$ cat config.mk
export PLATFORM = sky130hd
export DESIGN_NAME = dcds_geom
export DESIGN_NICKNAME = d
export VERILOG_FILES = /design/src/rtl/dcds_pkg.sv /design/src/rtl/dcds_geom.sv
export SDC_FILE = /design/constraint.sdc
export NUM_CORES = 1
export LEC_CHECK = 0
export ABC_AREA = 1
export ABC_CLOCK_PERIOD_IN_PS = 5200
export BUFFER_PORTS_ARGS = -buffer_cell sky130_fd_sc_hd__clkbuf_2
export CAP_MARGIN = 20
export CORE_MARGIN = 2
export CORE_UTILIZATION = 38
export DETAILED_ROUTE_END_ITERATION = 10
export PLACE_DENSITY = 0.65
export SYNTH_ARGS = -nofsm -noshare
export SYNTH_HDL_FRONTEND = slang
export SYNTH_SLANG_ARGS = --single-unit
export TNS_END_PERCENT = 5
$ cat constraint.sdc
create_clock -name clk_i -period 5.2 [get_ports clk_i]
set_clock_uncertainty 0.1 [all_clocks]
set_input_delay 1.04 -clock clk_i [delete_from_list [all_inputs] [get_ports clk_i]]
set_output_delay 1.04 -clock clk_i [all_outputs]
set_load 0.05 [all_outputs]
$ cat src/rtl/dcds_pkg.sv
// dcds_pkg: shared constants, register codes and pipeline control struct
// for the disc cell director stamp block. No dependencies.
`timescale 1ns / 1ps
`default_nettype none

package dcds_pkg;

  localparam int unsigned COORD_BITS_DEF = 12;
  localparam int unsigned FRAC_BITS_DEF  = 14;
  localparam int unsigned DIR_W          = 16;
  localparam int unsigned CFG_IDX_W      = 2;

  typedef enum logic [CFG_IDX_W-1:0] {
    REG_CENTRE_X   = 2'd0,
    REG_CENTRE_Y   = 2'd1,
    REG_RADIUS     = 2'd2,
    REG_ANCHORING  = 2'd3
  } cfg_reg_e;

  // control bits that ride along with each item
  typedef struct packed {
    logic accepted;
    logic write_cell;
    logic zero_dir;
    logic neg_x;
    logic neg_y;
  } ctrl_t;

endpackage

`default_nettype wire

$ cat src/rtl/dcds_geom.sv
// dcds_geom: three register stages computing offsets, squares, the inside
// test, the result flags and the per-lane bounds for the root search. Uses dcds_pkg.
`timescale 1ns / 1ps
`default_nettype none

module dcds_geom #(
  parameter int unsigned COORD_BITS = dcds_pkg::COORD_BITS_DEF,
  parameter int unsigned FRAC_BITS  = dcds_pkg::FRAC_BITS_DEF,
  parameter int unsigned DW         = 2 * COORD_BITS + 1,
  parameter int unsigned PW         = 2 * COORD_BITS + 2 * FRAC_BITS + 7
) (
  input  wire                          clk_i,
  input  wire                          rst_ni,
  input  wire                          valid_i,
  output logic                         ready_o,
  input  wire [COORD_BITS-1:0]         cell_x_i,
  input  wire [COORD_BITS-1:0]         cell_y_i,
  input  wire                          operation_i,
  input  wire                          busy_i,
  input  wire [COORD_BITS-1:0]         centre_x_i,
  input  wire [COORD_BITS-1:0]         centre_y_i,
  input  wire [COORD_BITS-1:0]         radius_i,
  input  wire                          radial_i,
  output logic                         valid_o,
  input  wire                          ready_i,
  output dcds_pkg::ctrl_t              ctrl_o,
  output logic [DW-1:0]                d2_o,
  output logic signed [PW-1:0]         rhs_x_o,
  output logic signed [PW-1:0]         rhs_y_o
);
  import dcds_pkg::*;

  localparam int unsigned CW  = COORD_BITS;
  localparam int unsigned SQW = 2 * COORD_BITS;

  logic v1_q, v2_q, v3_q;
  logic rdy1, rdy2, rdy3;

  // stage 1: offsets
  logic signed [CW:0] dx, dy;
  logic [CW-1:0] adx_q, ady_q;
  logic sx_q, sy_q, dxnz_q, op1_q, busy1_q;

  // stage 2: squares
  logic [SQW-1:0] ax2_q, ay2_q, rlim_q;
  logic sx2_q, sy2_q, dxnz2_q, op2_q, busy2_q, rnz_q;

  // stage 3: inside test and lane setup
  logic [DW-1:0]   d2;
  logic            in_disc, acc, wr;
  logic [SQW-1:0]  magx, magy;
  logic            negx, negy;

  assign rdy3    = !v3_q || ready_i;
  assign rdy2    = !v2_q || rdy3;
  assign rdy1    = !v1_q || rdy2;
  assign ready_o = rdy1;
  assign valid_o = v3_q;

  assign dx = $signed({1'b0, cell_x_i}) - $signed({1'b0, centre_x_i});
  assign dy = $signed({1'b0, cell_y_i}) - $signed({1'b0, centre_y_i});

  always_ff @(posedge clk_i or negedge rst_ni) begin
    if (!rst_ni) begin
      v1_q <= 1'b0;
      v2_q <= 1'b0;
      v3_q <= 1'b0;
    end else begin
      if (rdy1) v1_q <= valid_i;
      if (rdy2) v2_q <= v1_q;
      if (rdy3) v3_q <= v2_q;
    end
  end

  always_ff @(posedge clk_i) begin
    if (rdy1) begin
      adx_q   <= dx[CW] ? CW'(-dx) : CW'(dx);
      ady_q   <= dy[CW] ? CW'(-dy) : CW'(dy);
      sx_q    <= dx[CW];
      sy_q    <= dy[CW];
      dxnz_q  <= (dx != '0);
      op1_q   <= operation_i;
      busy1_q <= busy_i;
    end
  end

  always_ff @(posedge clk_i) begin
    if (rdy2) begin
      ax2_q   <= adx_q * adx_q;
      ay2_q   <= ady_q * ady_q;
      rlim_q  <= SQW'(radius_i) * SQW'(radius_i) - SQW'(radius_i);
      rnz_q   <= (radius_i != '0);
      sx2_q   <= sx_q;
      sy2_q   <= sy_q;
      dxnz2_q <= dxnz_q;
      op2_q   <= op1_q;
      busy2_q <= busy1_q;
    end
  end

  always_comb begin
    d2      = DW'(ax2_q) + DW'(ay2_q);
    in_disc = rnz_q && (d2 <= DW'(rlim_q));
    acc     = !(in_disc && busy2_q);
    wr      = in_disc && !busy2_q && op2_q;
    // perpendicular: (dx, dy); parallel: (dy, -dx)
    if (radial_i) begin
      magx = ax2_q;
      negx = sx2_q;
      magy = ay2_q;
      negy = sy2_q;
    end else begin
      magx = ay2_q;
      negx = sy2_q;
      magy = ax2_q;
      negy = !sx2_q && dxnz2_q;
    end
  end

  always_ff @(posedge clk_i) begin
    if (rdy3) begin
      d2_o              <= d2;
      ctrl_o.accepted   <= acc;
      ctrl_o.write_cell <= wr;
      ctrl_o.zero_dir   <= !wr || (d2 == '0);
      ctrl_o.neg_x      <= negx;
      ctrl_o.neg_y      <= negy;
      rhs_x_o           <= $signed(PW'(magx) << (2 * FRAC_BITS + 2));
      rhs_y_o           <= $signed(PW'(magy) << (2 * FRAC_BITS + 2));
    end
  end

endmodule

`default_nettype wire

==> results.txt <==
Clock transition at the registers of the reported paths: 0.07 ns
H-tree depth: 4
Hold violation total from the final report: 0
Worst-path cell chain: buf_6 -> nand2_4 -> fa_1 -> fa_1 -> inv_2 -> fa_1 -> fa_1 -> inv_1 -> fa_1 -> inv_1 -> ha_4 -> nand2_1 -> nand2_2 -> a31oi_1 -> nand2_1 -> a31oi_1 -> buf_4 -> o21bai_4 -> a21oi_2 -> xor2_1
Final core utilization: 0.448
Cells after Synth: 2775
Yosys top cell area share: 0.233
Num Clock Sinks: 183
GR Util All Layers: 0.162
Largest net degree at the start of global routing: 53
Most frequent cells in the layout: inv_1 (722), nand2_1 (577), fa_1 (245), ha_1 (238), edfxtp_1 (180)
Setup slack, reg-to-reg: 0.14 ns
# port buffers: 144
Post-detail-place hpwl: 41800 um
Startpoint Class: register
Tmin final: 5.06 ns
CTS root buf: clkbuf_16
DR iter-0 viols: 992
Final period util: 0.973
Remaining DRCs: 0
Routed len/inst: 12.8 um
Relative slew margins: 0.329
Global route total overflow: 0
Core area: 60400 um2
Crit path from: ady_q[5]
Critical Path RT: 5.30 ns
Share of cells above drive strength 1: 0.161
Min-delay worst type: in2async
Met1 Usage GRT: 0.215
CP Depth: 20
Seq cells post-synth: 183
Yosys warns: 0
R2r startpoint: ady_q[5]
Initial antenna violation count: 1
Commonest non-fill, non-tap cell in the layout: inv_1
# diodes: 0
Sequential-to-total area share from yosys stat: 0.237
Rows: 90
RR Endpoint: ay2_q[23]
Clk_lat worst skew: 0.47 ns
Met3 Use GR: 0.0180
WL final: 49600 um
Worst Path Max Fanout: 5
Full die area: 62900 um2
DR vias/cell: 4.53
Transition time of the tightest slew-check pin: 1.01 ns
Avg Inst Size Synth: 8.35 um2
Synth area leaders: edfxtp_1 (23%), fa_1 (22%), ha_1 (14%)
Clock tree buffer depth: 2
Netlist cell types: 49
IO Pins: 217
Die height: 251 um
Synth Flop Type: edfxtp_1
Max-Cap Viols: 0
Number of routed nets with antenna violations: 0
RSZ-0062 raised after global routing: true
Post-synth top area cell: edfxtp_1
Area grow syn2layout: 16.6%
Fmax achieved: 198 MHz
Met2 GRT Util: 0.281
First-pass GRT wire length: 82300 um
Via count: 17500
R2R depth: 20
Vias in the first global route: 17200
Crit path largest cell delay: 0.54 ns
Critical Setup Path Class: reg2reg
DP Area: 25800 um2
Starting Density: 0.384
# setup viols final: 0
DR pass1 iterations: 5
CP endpoint kind: register
FILL cells: 5875
CP Buf/Inv Count: 5
Cts hold-fix bufs: 0
Async SR Flop Fraction: 0.0164
Worst setup endpoint: ay2_q[23]
Outcome: finished, final reports clean
CP most frequent cell: fa_1
CTS buffer count: 17
CP top delay family: adder cells
Die X: 251 um
Final Instance Area: 27000 um2
Final max-slew violation count: 0
CTS tree: done
EDFF count, synth: 180
Nets: 3646
Crit path DAT: 5.16 ns
Max stage delay cell, worst path: fa_1
Final GP Congestion: 0.869
Synthesized cell area: 23200 um2
Busiest grt layer: met2
worst reg2reg max path: stages (launching register included):
cell and delay [ns]:
edfxtp_1 0.52, buf_6 0.16, nand2_4 0.05, fa_1 0.49, fa_1 0.51, inv_2 0.04
fa_1 0.50, fa_1 0.54, inv_1 0.05, fa_1 0.52, inv_1 0.06, ha_4 0.23
nand2_1 0.07, nand2_2 0.05, a31oi_1 0.16, nand2_1 0.07, a31oi_1 0.19, buf_4 0.17
o21bai_4 0.08, a21oi_2 0.16, xor2_1 0.08
logic make-up after synthesis:
logic type,share of synthesized area
compound gates,0.0559
xor+xnor,0.0444
fa+ha+maj,0.359
buf+inv,0.152
flops,0.237
other cells,0.000324
simple gates,0.152
state kept, by name, summed over array words and instances (netlist names), 5 cells and up:
name and flops:
rlim_q 23, adx_q 12, ady_q 12, ay2_q 23, ax2_q 23, d2_o 25, ctrl_o 5, rhs_x_o 23
rhs_y_o 23
stage by stage:
step / hold WS (ns) / cells / setup TNS [ns] / setup WS [ns]
floorplan: 0.300 / 2849 / -0.291 / -0.0778
global placement: 0.304 / 3805 / -4.61 / -0.429
detailed placement: 0.305 / 3805 / -5.18 / -0.509
CTS: 0.242 / 3839 / 0 / 0.00140
global route: 0.249 / 3861 / -0.327 / -0.0450
finish: 0.269 / 3861 / 0 / 0.140
layer usage:
layer | wire [um] | share of wire | vias to the layer above
li1 | - | - | 8861
met1 | 22600 | 0.46 | 8245
met2 | 24200 | 0.49 | 328
met3 | 1710 | 0.035 | 47
met4 | 1050 | 0.021 | 0
met5 | 0 | 0 | -
cell type report:
| cell class | count | area [um2] | share of cell area |
|---|---|---|---|
| clock buffers | 19 | 433 | 0.0160 |
| clock inverters | 13 | 160 | 0.00593 |
| inverters | 745 | 2800 | 0.104 |
| multi-input cells | 1799 | 15000 | 0.555 |
| flip-flops and latches | 183 | 5480 | 0.203 |
| well taps | 782 | 978 | 0.0362 |
| repair buffers | 320 | 2170 | 0.0803 |
timing repair:
action / CTS / global route
pin swaps: 0 / 46
endpoints found under the setup margin: 4 / 31
buffers inserted: 2 / 22
resized for setup: 6 / 140
synthesized netlist by cell type (all sizes together), types with 4 or more instances:
library cell	n
inv	741
nand2	616
ha	261
fa	252
edfxtp	180
nor2	106
a21oi	100
o21ai	91
nand3	81
buf	74
xor2	74
clkbuf	48
xnor2	40
nand4	25
nor3	13
o21bai	12
a21o	8
or2	8
a31oi	5
clkinv	4
nor3b	4
o211ai	4
o31ai	4
worst min-delay path by stage:
stage          startpoint  endpoint  slack (ns)  cells past startpoint
6_report           rst_ni      v1_q        0.27                      1
5_1_grt            rst_ni      v2_q        0.25                      1
4_1_cts            rst_ni      v1_q        0.24                      1
3_5_place_dp       dxnz_q   dxnz2_q        0.31                      0
3_3_place_gp        op1_q     op2_q        0.30                      0
2_1_floorplan     busy1_q   busy2_q        0.30                      0
Power is left out: the tool's default activity adds up to more than one toggle a clock period on the data nets, which glitch-free logic cannot reach.
