===== src/rtl/dcds_pkg.sv =====
// dcds_pkg: shared constants, register codes and pipeline control struct
// for the disc cell director stamp block. No dependencies.
`timescale 1ns / 1ps
`default_nettype none

package dcds_pkg;

  localparam int unsigned COORD_BITS_DEF = 12;
  localparam int unsigned FRAC_BITS_DEF  = 14;
  localparam int unsigned DIR_W          = 16;
  localparam int unsigned CFG_IDX_W      = 2;

  typedef enum logic [CFG_IDX_W-1:0] {
    REG_CENTRE_X   = 2'd0,
    REG_CENTRE_Y   = 2'd1,
    REG_RADIUS     = 2'd2,
    REG_ANCHORING  = 2'd3
  } cfg_reg_e;

  // control bits that ride along with each item
  typedef struct packed {
    logic accepted;
    logic write_cell;
    logic zero_dir;
    logic neg_x;
    logic neg_y;
  } ctrl_t;

endpackage

`default_nettype wire


===== src/rtl/dcds_root_step.sv =====
// dcds_root_step: one bit of the rounded ratio search for both director
// lanes, one register stage. Uses dcds_pkg for the control struct.
`timescale 1ns / 1ps
`default_nettype none

module dcds_root_step #(
  parameter int unsigned BIT = 0,
  parameter int unsigned DW  = 25,
  parameter int unsigned PW  = 59,
  parameter int unsigned NW  = 15
) (
  input  wire                    clk_i,
  input  wire                    rst_ni,
  input  wire                    valid_i,
  output logic                   ready_o,
  output logic                   valid_o,
  input  wire                    ready_i,
  input  dcds_pkg::ctrl_t        ctrl_i,
  input  wire [DW-1:0]           d2_i,
  input  wire signed [PW-1:0]    p_i   [2],
  input  wire signed [PW-1:0]    q_i   [2],
  input  wire signed [PW-1:0]    rhs_i [2],
  input  wire [NW-1:0]           n_i   [2],
  output dcds_pkg::ctrl_t        ctrl_o,
  output logic [DW-1:0]          d2_o,
  output logic signed [PW-1:0]   p_o   [2],
  output logic signed [PW-1:0]   q_o   [2],
  output logic signed [PW-1:0]   rhs_o [2],
  output logic [NW-1:0]          n_o   [2]
);
  import dcds_pkg::*;

  // p = t*t*d2 and q = t*d2 with t = 2n-1; trying bit BIT adds 2^(BIT+1) to t
  logic signed [PW-1:0] d2w;
  logic signed [PW-1:0] cand [2];
  logic signed [PW-1:0] qnew [2];
  logic                 take [2];
  logic                 v_q;

  assign ready_o = !v_q || ready_i;
  assign valid_o = v_q;
  assign d2w     = $signed(PW'(d2_i));

  always_comb begin
    for (int l = 0; l < 2; l++) begin
      cand[l] = p_i[l] + (q_i[l] <<< (BIT + 2)) + (d2w <<< (2 * BIT + 2));
      qnew[l] = q_i[l] + (d2w <<< (BIT + 1));
      take[l] = (cand[l] <= rhs_i[l]);
    end
  end

  always_ff @(posedge clk_i or negedge rst_ni) begin
    if (!rst_ni) begin
      v_q <= 1'b0;
    end else if (ready_o) begin
      v_q <= valid_i;
    end
  end

  always_ff @(posedge clk_i) begin
    if (ready_o) begin
      ctrl_o <= ctrl_i;
      d2_o   <= d2_i;
      for (int l = 0; l < 2; l++) begin
        rhs_o[l] <= rhs_i[l];
        p_o[l]   <= take[l] ? cand[l] : p_i[l];
        q_o[l]   <= take[l] ? qnew[l] : q_i[l];
        n_o[l]   <= n_i[l] | (take[l] ? (NW'(1) << BIT) : '0);
      end
    end
  end

endmodule

`default_nettype wire


===== config.mk =====
export PLATFORM = sky130hd
export DESIGN_NAME = dcds_root_step
export DESIGN_NICKNAME = d
export VERILOG_FILES = /design/src/rtl/dcds_pkg.sv /design/src/rtl/dcds_root_step.sv
export SDC_FILE = /design/constraint.sdc
export NUM_CORES = 1
export LEC_CHECK = 0
export BUFFER_PORTS_ARGS = -buffer_cell sky130_fd_sc_hd__buf_2
export CORE_AREA = 3 3 323 325
export CTS_BUF_LIST = sky130_fd_sc_hd__clkbuf_8
export CTS_CLUSTER_SIZE = 16
export DETAILED_ROUTE_END_ITERATION = 8
export DIE_AREA = 0 0 326 328
export HOLD_SLACK_MARGIN = 0.02
export PLACE_DENSITY = 0.5
export SYNTH_ARGS = -nofsm -noshare
export SYNTH_HDL_FRONTEND = slang
export SYNTH_SLANG_ARGS = --single-unit
export TNS_END_PERCENT = 30

===== constraint.sdc =====
create_clock -name clk_i -period 14.9 [get_ports clk_i]
set_input_delay 2.235 -clock clk_i [delete_from_list [all_inputs] [get_ports clk_i]]
set_output_delay 2.235 -clock clk_i [all_outputs]
set_load 0.02 [all_outputs]

==> metrics, run 1 <==
layout cells sized above 1 30.9%; placed cells 4789; Final Skew 0.0457 ns; filler-free cell count of the finished design 4951; WP data required 15.37 ns; final setup fails 0; clk root buf clkbuf_8; Final Max Slew Viols 0; H-tree levels 3; TritonCTS buffer count 82; maxcap violations 0; status finished clean; crit start category input pin; actual slew at the worst max-slew pin 1.04 ns; I/O pins 834; vias in the first global route 24747; setup_tns 0 ns; GRT overflow 0; first-pass GRT wire length 172000 um; initial DRC count 1444; Unique masters post-synth 78; Mean Syn Cell Area 11.0 um2; I/O Buffers 833; Total Wirelength 122000 um; CP Cell Sequence buf_2, fa_1, ha_1, inv_1, fa_1, nor2b_1, o2111ai_1, a2111oi_0, o21ai_0, a21boi_0, o21ai_1, o21ai_1, a21oi_1, xnor2_1, ha_1, nand4_1, nor4_1, nand3_1, o211a_1, nor2b_1, nor2_4, buf_4, mux2_2; max_slew headroom 30.7%; dpl hpwl 102000 um; CP max FO 62; drt drc 0; grt met3 use 4.86%; FF+latch count, synth 415; Routed Antenna Nets 0; die height 328 um; Post-CTS Setup Inserts 0; total die area 0.107 mm2; Synth Instances 2644; WL/cell 24.6 um; commonest non-fill, non-tap cell in the layout buf_2; RePlAce Congestion 0.910; Core Area 0.102 mm2; M2 GR Usage 40.8%; ys flop type edfxtp_1; min Tclk post-route 9.71 ns; die width 326 um; Post-Syn Nets 3456; RSZ-0062 raised after global routing false; area leader, netlist edfxtp_1; Period Utilization, post-route 65.2%; row count 117; commonest cells after routing, fill and taps aside 833 x buf_2, 414 x edfxtp_1, 340 x ha_1; Final Hold Viols 0; cts hold-fix bufs 0; Critical Path AT 10.18 ns; initial antenna violation count 51; total clock sinks 415; share of flip-flops with an asynchronous set or reset 0.241%; CP max stage cell a2111oi_0; P per Cell Area 139 mW/mm2; initial core utilization 28.6%; Synth area leaders edfxtp_1 43%, ha_1 15%, mux2_2 4.7%; router iterations before antenna repair 7; GR peak layer met2; Via density 4.97; crit-path max cell delay 0.85 ns; Syn Std Cell Area 0.0291 mm2; Worst Setup End Kind flip-flop; clock-pin transition on the worst setup and hold timing paths 0.07 ns; PostCTS Resize Cnt 0; critical path type in -> reg; Pleak 16.4 nW; clock latency on the worst-skew pair 0.73 ns; P&R area growth vs syn 25.1%; gr usage total 22.0%; worst min path class reg -> reg; Post-synth EDFFs 414; largest net degree at the start of global routing 71; Max VDD drop 0.0000806 V; Ys Warns 0; clk buf depth 3; post-synth top area share 42.7%; maximum clock rate 103 MHz; final-stage net count 4317; Seq/Total Area, Yosys 42.8%; GRT met1 Usage 25.7%; CTS tree built; via count 24598
## path summary, 6_finish.rpt
kind	startpoint	end	slack [ns]	cells past startpoint
worst max-delay path	d2_i[1]	p_o[76]	5.19	23
worst min-delay path	valid_o	rhs_o[89]	0.98	1
worst max register to register	valid_o	p_o[43]	11.58	4
worst min register to register	valid_o	rhs_o[89]	0.98	1
max in group asynchronous	rst_ni	valid_o	13.56	1
min in group asynchronous	rst_ni	valid_o	1.26	1
## cell usage after synthesis, types with 16 or more instances
cell type	n
edfxtp_1	414
ha_1	340
a21oi_1	233
inv_1	174
nor2_1	156
nand2_1	154
xnor2_1	144
mux2_2	122
a21o_1	107
o21ai_0	91
nand3_1	71
xor2_1	71
nand4_1	62
fa_1	54
clkbuf_1	53
o21bai_1	34
and3_1	33
nor3_1	26
o21a_1	22
nor2b_1	20
nand2b_1	19
a211oi_1	18
and2_1	16
## critical path, delay by kind of cell
kind                     cells  cell delay [ns]
multiplexers                 1             0.42
buffers and inverters        3             1.02
AND/OR/NAND/NOR              6             2.03
XOR/XNOR                     1             0.18
AO/OA/AOI/OAI                8             2.68
adder cells (fa/ha/maj)      4             1.48
## power by group
part           switching, mW  leakage (nW)  internal, mW  total [mW]
Combinational           1.43          11.4         0.815        2.24
Sequential            0.0871          4.17          1.59        1.68
Clock                  0.567         0.875         0.564        1.13
Total                   2.08          16.4          2.97        5.05
## cell type report
cell class	count	area (um2)
clock buffer	83	1140
timing repair buffer	845	4260
clock inverter	66	393
sequential	415	12500
inverter	174	653
fill	10447	65300
multi-input combinational	1987	15800
antenna	13	32.5
tap	1368	1710
## cells by family after synthesis
group	share of synthesized area [%]
DFF	42.8
muxes	5.00
adders and majority gates	18.3
buffers and inverters	3.17
xor gates and xnor gates	6.46
and+or+nand+nor	10.4
AOI/OAI and AO/OA	13.9
## metrics by stage
stage                     hold WS, ns  power, mW  utilization [%]  instance area (um2)  setup WS, ns
after floorplan                  1.94       3.14                -                29100         0.399
after global placement           1.03       3.95             34.3                34900          4.70
after detailed placement         1.02       3.95             34.3                34900          4.48
after CTS                        1.02       5.11             35.8                36400          5.25
after global routing             1.06       5.35             35.8                36400          4.63
final                           0.983       5.05             35.8                36400          5.19
## flip-flops by register name (all words and copies together) (netlist names)
| register | count |
|---|---|
| p_o | 118 |
| ctrl_o | 5 |
| n_o | 30 |
| rhs_o | 118 |
| q_o | 118 |
| d2_o | 25 |
| valid_o | 1 |
## layer usage
layer | vias up | part of all wire [%]
met2 | 857 | 52
li1 | 11616 | -
met5 | - | 0.13
met1 | 11933 | 39
met4 | 26 | 1.9
met3 | 166 | 6.4
(Power assumes the default switching activity.)
==> inputs of run 2 (changes only) <==
PLACE_DENSITY = 0.48   (was 0.5)
clock period = 8.99 ns   (was 14.9 ns; I/O delays follow)
==> metrics, run 2 (synthesis results as in run 1) <==
status finished clean; dpl hpwl 106000 um (+3.4%); Final Hold Viols 0 (unchanged); Post-CTS Setup Inserts 0 (unchanged); TritonCTS buffer count 84 (+2.4%); vias in the first global route 24873 (+0.51%); commonest non-fill, non-tap cell in the layout buf_2; final-stage net count 4330 (+0.30%); maximum clock rate 127 MHz; initial core utilization 28.6% (unchanged); clock latency on the worst-skew pair 0.75 ns (+0.02 ns); CP max FO 81 (+31%); P&R area growth vs syn 25.6%; via count 24842 (+0.99%); largest net degree at the start of global routing 133 (+87%); Via density 5.00 (+0.61%); CTS tree built; I/O pins 834 (unchanged); CP Cell Sequence buf_2, fa_1, ha_1, inv_1, fa_1, nor2b_1, o2111ai_1, a2111oi_0, o21ai_0, a21boi_0, o2111ai_1, nand2_1, a21boi_1, xnor2_1, ha_1, nor2b_1, a2111oi_0, o21ai_0, o211ai_1, o211a_1, a21oi_1, nor2_4, buf_12, mux2_2; Final Max Slew Viols 0 (unchanged); RePlAce Congestion 0.921 (+1.2%); maxcap violations 0 (unchanged); crit start category input pin; WP data required 9.48 ns (-5.89 ns); GRT overflow 0 (unchanged); H-tree levels 3 (unchanged); layout cells sized above 1 31.0% (+0.14 points); clock-pin transition on the worst setup and hold timing paths 0.06 ns (about the same); die width 326 um (unchanged); setup_tns 0 ns (unchanged); I/O Buffers 833 (unchanged); initial antenna violation count 41 (-20%); Pleak 16.5 nW (+0.54%); Critical Path AT 8.38 ns (-1.80 ns); initial DRC count 1958 (+36%); Total Wirelength 127000 um (+4.1%); drt drc 0 (unchanged); RSZ-0062 raised after global routing false; total clock sinks 415 (unchanged); cts hold-fix bufs 0 (unchanged); critical path type in -> reg; gr usage total 22.9% (+0.89 points); Core Area 0.102 mm2 (unchanged); Worst Setup End Kind flip-flop; max_slew headroom 31.5% (+0.81 points); crit-path max cell delay 0.67 ns (-0.18 ns); filler-free cell count of the finished design 4970 (+0.38%); first-pass GRT wire length 176000 um (+2.7%); worst min path class in -> async; Routed Antenna Nets 0 (unchanged); Max VDD drop 0.000164 V (+100%); row count 117 (unchanged); clk root buf clkbuf_8; CP max stage cell a2111oi_0; clk buf depth 3 (unchanged); die height 328 um (unchanged); router iterations before antenna repair 5 (-2); PostCTS Resize Cnt 0 (unchanged); Filler Cells Inserted 10432 (-0.14%); P per Cell Area 233 mW/mm2 (+68%); final setup fails 0 (unchanged); Period Utilization, post-route 87.8%; total die area 0.107 mm2 (unchanged); commonest cells after routing, fill and taps aside 833 x buf_2, 414 x edfxtp_1, 340 x ha_1; placed cells 4800 (+0.23%); WL/cell 25.5 um (+3.7%); Largest regs p_o x118, q_o x118, rhs_o x118; Final Skew 0.0447 ns (-0.00104 ns); actual slew at the worst max-slew pin 1.03 ns (-0.00882 ns); min Tclk post-route 7.90 ns
==> run 2: per-layer routing <==
metal | GRT usage [%] | share of wire (%) | vias up
met5 | 0 | 0.063 | -
met1 | 27.8 | 40 | 11928
met3 | 6.54 | 8.7 | 196
met2 | 38.9 | 49 | 1050
met4 | 7.50 | 3.0 | 14
li1 | - | - | 11654
==> run 2: worst paths after layout <==
kind / cells past startpoint / to / from / slack [ns]
min in group clk_i: 1 / rhs_o[49] / rhs_i[49] / 0.79
hold / removal: 1 / valid_o / rst_ni / 0.40
setup reg to reg: 3 / p_o[90] / valid_o / 6.28
max in group asynchronous: 1 / valid_o / rst_ni / 8.51
setup / recovery: 24 / p_o[71] / d2_i[1] / 1.09
hold reg to reg: 2 / d2_o[0] / valid_o / 1.13
==> run 2: final cells by class <==
| class | instances | area (um2) | area share, % |
|---|---|---|---|
| tap | 1368 | 1710 | 4.68 |
| antenna | 25 | 62.6 | 0.171 |
| inverter | 174 | 653 | 1.78 |
| sequential | 415 | 12500 | 34.0 |
| multi-input combinational | 1987 | 15800 | 43.1 |
| timing repair buffer | 856 | 4370 | 11.9 |
| clock inverter | 58 | 377 | 1.03 |
| clock buffer | 87 | 1200 | 3.27 |
==> run 2: metrics by stage <==
step | hold WS, ns | cell area [um2] | utilization [%] | total power, mW | worst slack, ns
6_report | 0.399 | 36600 | 36.0 | 8.53 | 1.09
4_1_cts | 0.320 | 36500 | 35.9 | 8.63 | 1.37
3_3_place_gp | 1.12 | 35000 | 34.4 | 6.63 | 0.644
3_5_place_dp | 1.12 | 35000 | 34.4 | 6.62 | 0.612
2_1_floorplan | 1.05 | 29100 | - | 5.17 | 1.05
5_1_grt | 0.337 | 36600 | 35.9 | 9.02 | 0.786
==> run 2: where the power goes <==
group / total, mW / internal [mW] / switching [mW]
registers: 2.81 / 2.64 / 0.165
logic: 3.77 / 1.37 / 2.40
clock network: 1.95 / 1.01 / 0.935
==> run 2: worst max-delay path: cells and delay by family <==
kind            cells  cell delay (ns)
compound gates     11             3.48
xor+xnor            1             0.21
fa+ha+maj           4             1.45
buf+inv             3             0.58
mux                 1             0.39
simple gates        4             0.79
